`src/design/qrm_pkg.sv`:
```
// Shared types, constants and rounding helpers for the quaternion-to-matrix pipeline.
package qrm_pkg;

    localparam int FRAC_BITS_DEF    = 14;
    localparam int NEWTON_STEPS_DEF = 3;

    localparam int NORM_STAGES   = 4;
    localparam int NEWTON_STAGES = 3;
    localparam int MAT_STAGES    = 5;

    typedef struct packed {
        logic signed [15:0] q_w;
        logic signed [15:0] q_x;
        logic signed [15:0] q_y;
        logic signed [15:0] q_z;
    } quat_t;

    typedef struct packed {
        logic signed [15:0] m_00;
        logic signed [15:0] m_01;
        logic signed [15:0] m_02;
        logic signed [15:0] m_10;
        logic signed [15:0] m_11;
        logic signed [15:0] m_12;
        logic signed [15:0] m_20;
        logic signed [15:0] m_21;
        logic signed [15:0] m_22;
        logic               zero_input;
    } rot_t;

    // per-request data that rides alongside the reciprocal square root
    typedef struct packed {
        quat_t      q;
        logic [4:0] sh;
        logic       zero;
    } side_t;

    // shift right, rounding half away from zero; sh in 1..62
    function automatic logic signed [63:0] shr_round(input logic signed [63:0] v,
                                                     input logic [5:0] sh);
        logic [63:0] mag;
        logic [63:0] half;
        logic [63:0] r;
        mag  = v[63] ? 64'(-v) : 64'(v);
        half = 64'd1 << (sh - 6'd1);
        r    = (mag + half) >> sh;
        return v[63] ? -$signed(r) : $signed(r);
    endfunction

    function automatic logic [15:0] to_entry(input logic signed [63:0] v, input int frac);
        logic signed [63:0] r;
        logic signed [63:0] one;
        one = 64'sd1 <<< frac;
        r   = shr_round(v, 6'(60 - frac));
        if (r > one)
            r = one;
        if (r < -one)
            r = -one;
        if (r > 64'sd32767)
            r = 64'sd32767;
        if (r < -64'sd32768)
            r = -64'sd32768;
        return r[15:0];
    endfunction

endpackage

```
`src/design/qrm_norm.sv`:
```
// Squared magnitude, even normalizing shift and Newton seed.
module qrm_norm (
    input  logic          clk,
    input  logic          en,
    input  qrm_pkg::quat_t q_in,
    output logic [31:0]   t_out,
    output logic [31:0]   y_out,
    output qrm_pkg::side_t side_out
);
    import qrm_pkg::*;

    // stage 1: squares
    quat_t       q1_reg;
    logic [30:0] sq_reg [4];
    logic signed [31:0] sq_next [4];

    // stage 2: sum
    quat_t       q2_reg;
    logic [32:0] s2_reg;

    // stage 3: shift search
    quat_t       q3_reg;
    logic [32:0] s3_reg;
    logic [3:0]  k_reg;
    logic [3:0]  k_next;
    logic        zero3_reg;

    // stage 4: apply shift, seed
    logic [31:0] t_reg;
    logic [31:0] y_reg;
    side_t       side_reg;
    logic [31:0] t_next;

    always_comb
    begin
        sq_next[0] = q_in.q_w * q_in.q_w;
        sq_next[1] = q_in.q_x * q_in.q_x;
        sq_next[2] = q_in.q_y * q_in.q_y;
        sq_next[3] = q_in.q_z * q_in.q_z;
    end

    always_comb
    begin
        k_next = 4'd15;
        for (int j = 15; j >= 0; j--)
        begin
            if (|s2_reg[31 - 2 * j -: 2])
                k_next = 4'(j);
        end
    end

    always_comb
    begin
        if (s3_reg[32])
            t_next = {1'b0, s3_reg[32:2]};
        else
            t_next = s3_reg[31:0] << {k_reg, 1'b0};
    end

    always_ff @(posedge clk)
    begin
        if (en)
        begin
            q1_reg <= q_in;
            for (int i = 0; i < 4; i++)
                sq_reg[i] <= sq_next[i][30:0];

            q2_reg <= q1_reg;
            s2_reg <= 33'(sq_reg[0]) + 33'(sq_reg[1]) + 33'(sq_reg[2]) + 33'(sq_reg[3]);

            q3_reg    <= q2_reg;
            s3_reg    <= s2_reg;
            k_reg     <= k_next;
            zero3_reg <= (s2_reg == 33'd0);

            t_reg         <= t_next;
            y_reg         <= 32'h8000_0000 - (t_next >> 2);
            side_reg.q    <= q3_reg;
            side_reg.sh   <= s3_reg[32] ? 5'd17 : 5'd16 - 5'(k_reg);
            side_reg.zero <= zero3_reg;
        end
    end

    assign t_out    = t_reg;
    assign y_out    = y_reg;
    assign side_out = side_reg;

endmodule

```
`config.mk`:
```
export PLATFORM = sky130hd
export DESIGN_NAME = qrm_norm
export DESIGN_NICKNAME = d
export VERILOG_FILES = /design/src/design/qrm_pkg.sv /design/src/design/qrm_norm.sv
export SDC_FILE = /design/constraint.sdc
export NUM_CORES = 2
export LEC_CHECK = 0
export BUFFER_PORTS_ARGS = -buffer_cell sky130_fd_sc_hd__buf_2
export CAP_MARGIN = 20
export CORE_UTILIZATION = 40
export DETAILED_ROUTE_END_ITERATION = 7
export PLACE_DENSITY = 0.57
export SLEW_MARGIN = 10
export SYNTH_ARGS = -nofsm -noshare
export SYNTH_HDL_FRONTEND = slang
export SYNTH_SLANG_ARGS = --single-unit
```
`constraint.sdc`:
```
create_clock -name clk -period 13.35 [get_ports clk]
set_clock_uncertainty 0.1 [all_clocks]
set_input_delay 4.005 -clock clk [delete_from_list [all_inputs] [get_ports clk]]
set_output_delay 4.005 -clock clk [all_outputs]
set_load 0.01 [all_outputs]
```
* Yosys cells after proc, flatten, opt, wreduce, memory -nomap -nowiden *
Memories as Yosys holds them, arrays and structs flattened.
Index checks and enable logic that the tools add are counted.

cells by class
  $add $sub $neg = 5
  multiply operators = 4
  div/mod/pow operators = 0
  order comparisons = 0
  equality and inequality tests = 0
  shift operators = 1
  muxes and demuxes = 17
  bitwise operators = 0
  reductions and logical operators = 19

operator list
  operator                  count
  $mul A16 B16 Y31          4
  $add A32 B31 Y33          1
  $add A33 B31 Y33          1
  $logic_not A33 Y1         1
  $add A31 B31 Y32          1
  $mux W32                  1
  $shl A32 B5 Y32           1
  $sub A32 B30 Y32 const A  1
  $reduce_or A2 Y1          15
  $mux W4                   6
  $reduce_or A16 Y1         1
  $mux W3                   4
  $reduce_or A8 Y1          1
  $sub A5 B4 Y5 const A     1
  $mux W1                   4
  $mux W2                   2
  $reduce_or A4 Y1          1

storage, ports and cells
  register bits after elaboration = 397
  bits in latches = 0
  RAM bits = 124
  ROM bits = 0
  input port bits = 66
  output and inout port bits = 134
  logic and storage cells = 74
  memories = 1

memories
  name    depth  bits a word  rd ports  clocked after Yosys merged registers in  write ports  RTL line        text
  sq_reg  4      31           4         0                                        4            qrm_norm.sv:14  logic [30:0] sq_reg [4];

* Logic depth before layout (Yosys ltp) *
  word-level depth = 15
  mapped depth = 26
  depth with buffers taken out = 24

* Worst setup path after synthesis *
Ideal clock, no wire load.

  path type = input port to flip-flop
  from = input q_in[53] (netlist bit)
  to = memory sq_reg[0][28], data pin
  setup time = 0.258 ns
  arrival time = 9.896 ns
  required time = 12.992 ns
  slack = 3.096 ns
  stages = 22
  cell sequence = clkbuf_1 -> clkbuf_1 -> nand2_1 -> fa_1 -> fa_1 -> fa_1 -> inv_1 -> fa_1 -> fa_1 -> inv_1 -> fa_1 -> inv_1 -> ha_1 -> a211oi_1 -> o221ai_1 -> a31oi_1 -> nor2b_1 -> or4_1 -> o31a_1 -> a221oi_1 -> nand2b_1 -> xor2_1

RTL lines
  element      RTL line        text
  from (decl)  qrm_norm.sv:5   input qrm_pkg::quat_t q_in,
  to (decl)    qrm_norm.sv:14

==> impl_metrics.json <==
{
  "post_drt_via_cell_ratio": 4.82,
  "yosysUniqueCellTypes": 86,
  "n_fill_cell": 13000,
  "synth_top_family_by_area": "adder cells",
  "fin_nets": 6536,
  "grt_start_max_net_pins": 192,
  "ys_seq_elements": 512,
  "ctsHtreeMaxLevel": 2,
  "slew_viol_final": 0,
  "rsz0062_at_grt": "no",
  "cap_violations": 0,
  "largest_register_ffs": 116,
  "cp-end-kind": "flop",
  "synth-adder-area-share_pct": 43.9,
  "worst_pin_slew_ns": 1.16,
  "clock_latency_ns": 0.67,
  "start_util_pct": 40.2,
  "muxShareOfSynthArea_pct": 1.57,
  "drive_gt1_share_pct": 7.28,
  "multiInputGateArea_mm2": 0.0344,
  "rows": 136,
  "syn_inst": 4965,
  "drcViolationCount": 0,
  "grt_pass1_wl_um": 199000,
  "hold_path.class": "reg -> reg",
  "max_freq_mhz": 96.3,
  "die_y_um": 374,
  "syn_avg_cell_area_um2": 11.1,
  "boundaryPins": 200,
  "yosys_most_used_dff": "edfxtp_1",
  "drt_iter0_drc": 1638,
  "dp_hpwl_um": 96600,
  "diodes": 0,
  "synth-compound-area-share_pct": 5.37,
  "antenna_found_initial": 3,
  "num_vias": 33600,
  "hold_viol_final": 0,
  "overflow": 0,
  "dr.pass1.iters": 6,
  "grt_pass1_vias": 37200,
  "synth_top_area_share_pct": 35.4,
  "synth-seq-area-share_pct": 27.8,
  "holdBufCountCts": 0,
  "async_flop_share_pct": 0,
  "cp.required_ns": 13.65,
  "path_class": "in -> reg",
  "cts_tree": "built",
  "fin_crit_ns": 10.39,
  "core_mm2": 0.137,
  "wl_per_cell_um": 17.3,
  "portBuffers": 199,
  "ant_nets": 0,
  "die_x_um": 374,
  "dieArea_mm2": 0.140,
  "area_growth_pct": 8.66,
  "setup_viol": 0,
  "worst-path-max-fanout": 19,
  "critPathLaunchType": "input port",
  "gp_congestion": 0.849,
  "cts.sinks": 512,
  "synth-simple-area-share_pct": 7.89,
  "post-route-period-util_pct": 77.8,
  "synth_xor_area_share_pct": 3.57,
  "status": "complete, no violations",
  "ctsLongestPathBuffers": 3,
  "synthMostInstantiatedCell": "inv_1",
  "track_usage_pct": 18.0,
  "synth_top_cell_by_area": "fa_1",
  "routed_wl_um": 120000,
  "post_cts_resized": 0,
  "ys.warnings.count": 0,
  "cts_buffers": 59,
  "synth_edf_count": 512,
  "netlist_area_mm2": 0.0553,
  "synth_common_cells": "inv_1, fa_1, edfxtp_1",
  "final.setup.tns_ns": 0,
  "critPathArrivalTime_ns": 10.69,
  "cts-root-buf": "clkbuf_16",
  "cts_setup_buffers": 0,
  "synth_top_cells_by_area": "fa_1, edfxtp_1, inv_1, ha_1, xnor2_1",
  "slew_headroom_pct": 22.7,
  "seqCellArea_mm2": 0.0154,
  "clk_pin_slew_ns": 0.06
}
## cell usage in the layout, fill, tap and decap left out, types with 12 or more instances in the layout
cell       netlist  routed
and3_1          15      15
xnor2_1        165     165
fa_1           977     977
a31o_2          16      16
mux2i_1         19      19
ha_1           374     374
xor2_1          60      60
clkbuf_16        0      60
a21oi_1        110     110
o21bai_1        16      16
nand3_1         39      39
mux4_2          23      23
inv_1         1325    1325
o21a_1          24      24
nand2b_1        31      31
clkinv_1         7      14
o211ai_1        16      16
buf_2            4     198
nand2_1        382     382
nor2b_1         22      22
and2_1         149     149
nor3_1          20      20
edfxtp_1       512     512
clkinv_2         0      12
nor2_1         214     214
a211oi_1        19      19
o21ai_0         69      69
a21o_1          60      60
## cells by family (layout without fill, tap and decap cells)
logic type                 Yosys count  in the layout
DFF                                512            512
xor gates and xnor gates           225            225
muxes                               55             55
buffers and inverters             1449           1647
adders and majority gates         1351           1351
other                                2              3
and+or+nand+nor                    931            931
AOI/OAI and AO/OA                  440            440
## through the flow
step,util [%],cells,hold slack (ns),cell area (um^2),setup WS [ns]
2_1_floorplan,-,4966,0.300,55300,3.10
3_3_place_gp,42.3,6852,0.300,58100,2.27
3_5_place_dp,42.3,6852,0.305,58100,2.18
4_1_cts,43.7,6958,0.303,60000,2.88
5_1_grt,43.7,6958,0.314,60000,2.58
6_report,43.7,6958,0.302,60000,2.96
## metal layers
layer	vias up	track usage, %	part of all wire (%)
met5	-	0	0.0075
met4	2	4.15	2.0
met3	129	1.79	3.3
met2	544	31.7	51
met1	17200	23.9	44
li1	15700	-	-
## final cells by class
| cell class | instances | area share (%) |
|---|---|---|
| Tap cell | 1794 | 3.74 |
| Inverter | 1332 | 8.33 |
| Clock buffer | 68 | 2.55 |
| Timing Repair Buffer | 209 | 1.82 |
| Multi-Input combinational cell | 3005 | 57.3 |
| Sequential cell | 512 | 25.6 |
| Clock inverter | 38 | 0.640 |
## worst paths after layout
| check | to | cells after the start | slack (ns) | start |
|---|---|---|---|---|
| setup / recovery | sq_reg[0][29] | 20 | 2.96 | q_in[57] |
| hold / removal | side_out[23] | 0 | 0.30 | q3_reg[17] |
| setup reg to reg | s2_reg[29] | 13 | 8.61 | q1_reg[16] |
| hold reg to reg | side_out[23] | 0 | 0.30 | q3_reg[17] |
## worst max-delay path, stage by stage
cell,delay (ns)
buf_2,0.24
and2_1,0.25
fa_1,0.50
inv_1,0.06
fa_1,0.57
fa_1,0.45
fa_1,0.54
inv_1,0.05
fa_1,0.50
fa_1,0.43
ha_1,0.38
and4_1,0.22
o2bb2ai_1,0.12
a2111oi_0,0.79
o21ai_1,0.30
a41o_1,0.31
or4_1,0.42
a31o_2,0.25
a21oi_1,0.17
xnor2_1,0.10
Power is not shown: default switching activity piles up to over one toggle a cycle in this logic, so the estimate is an artifact.
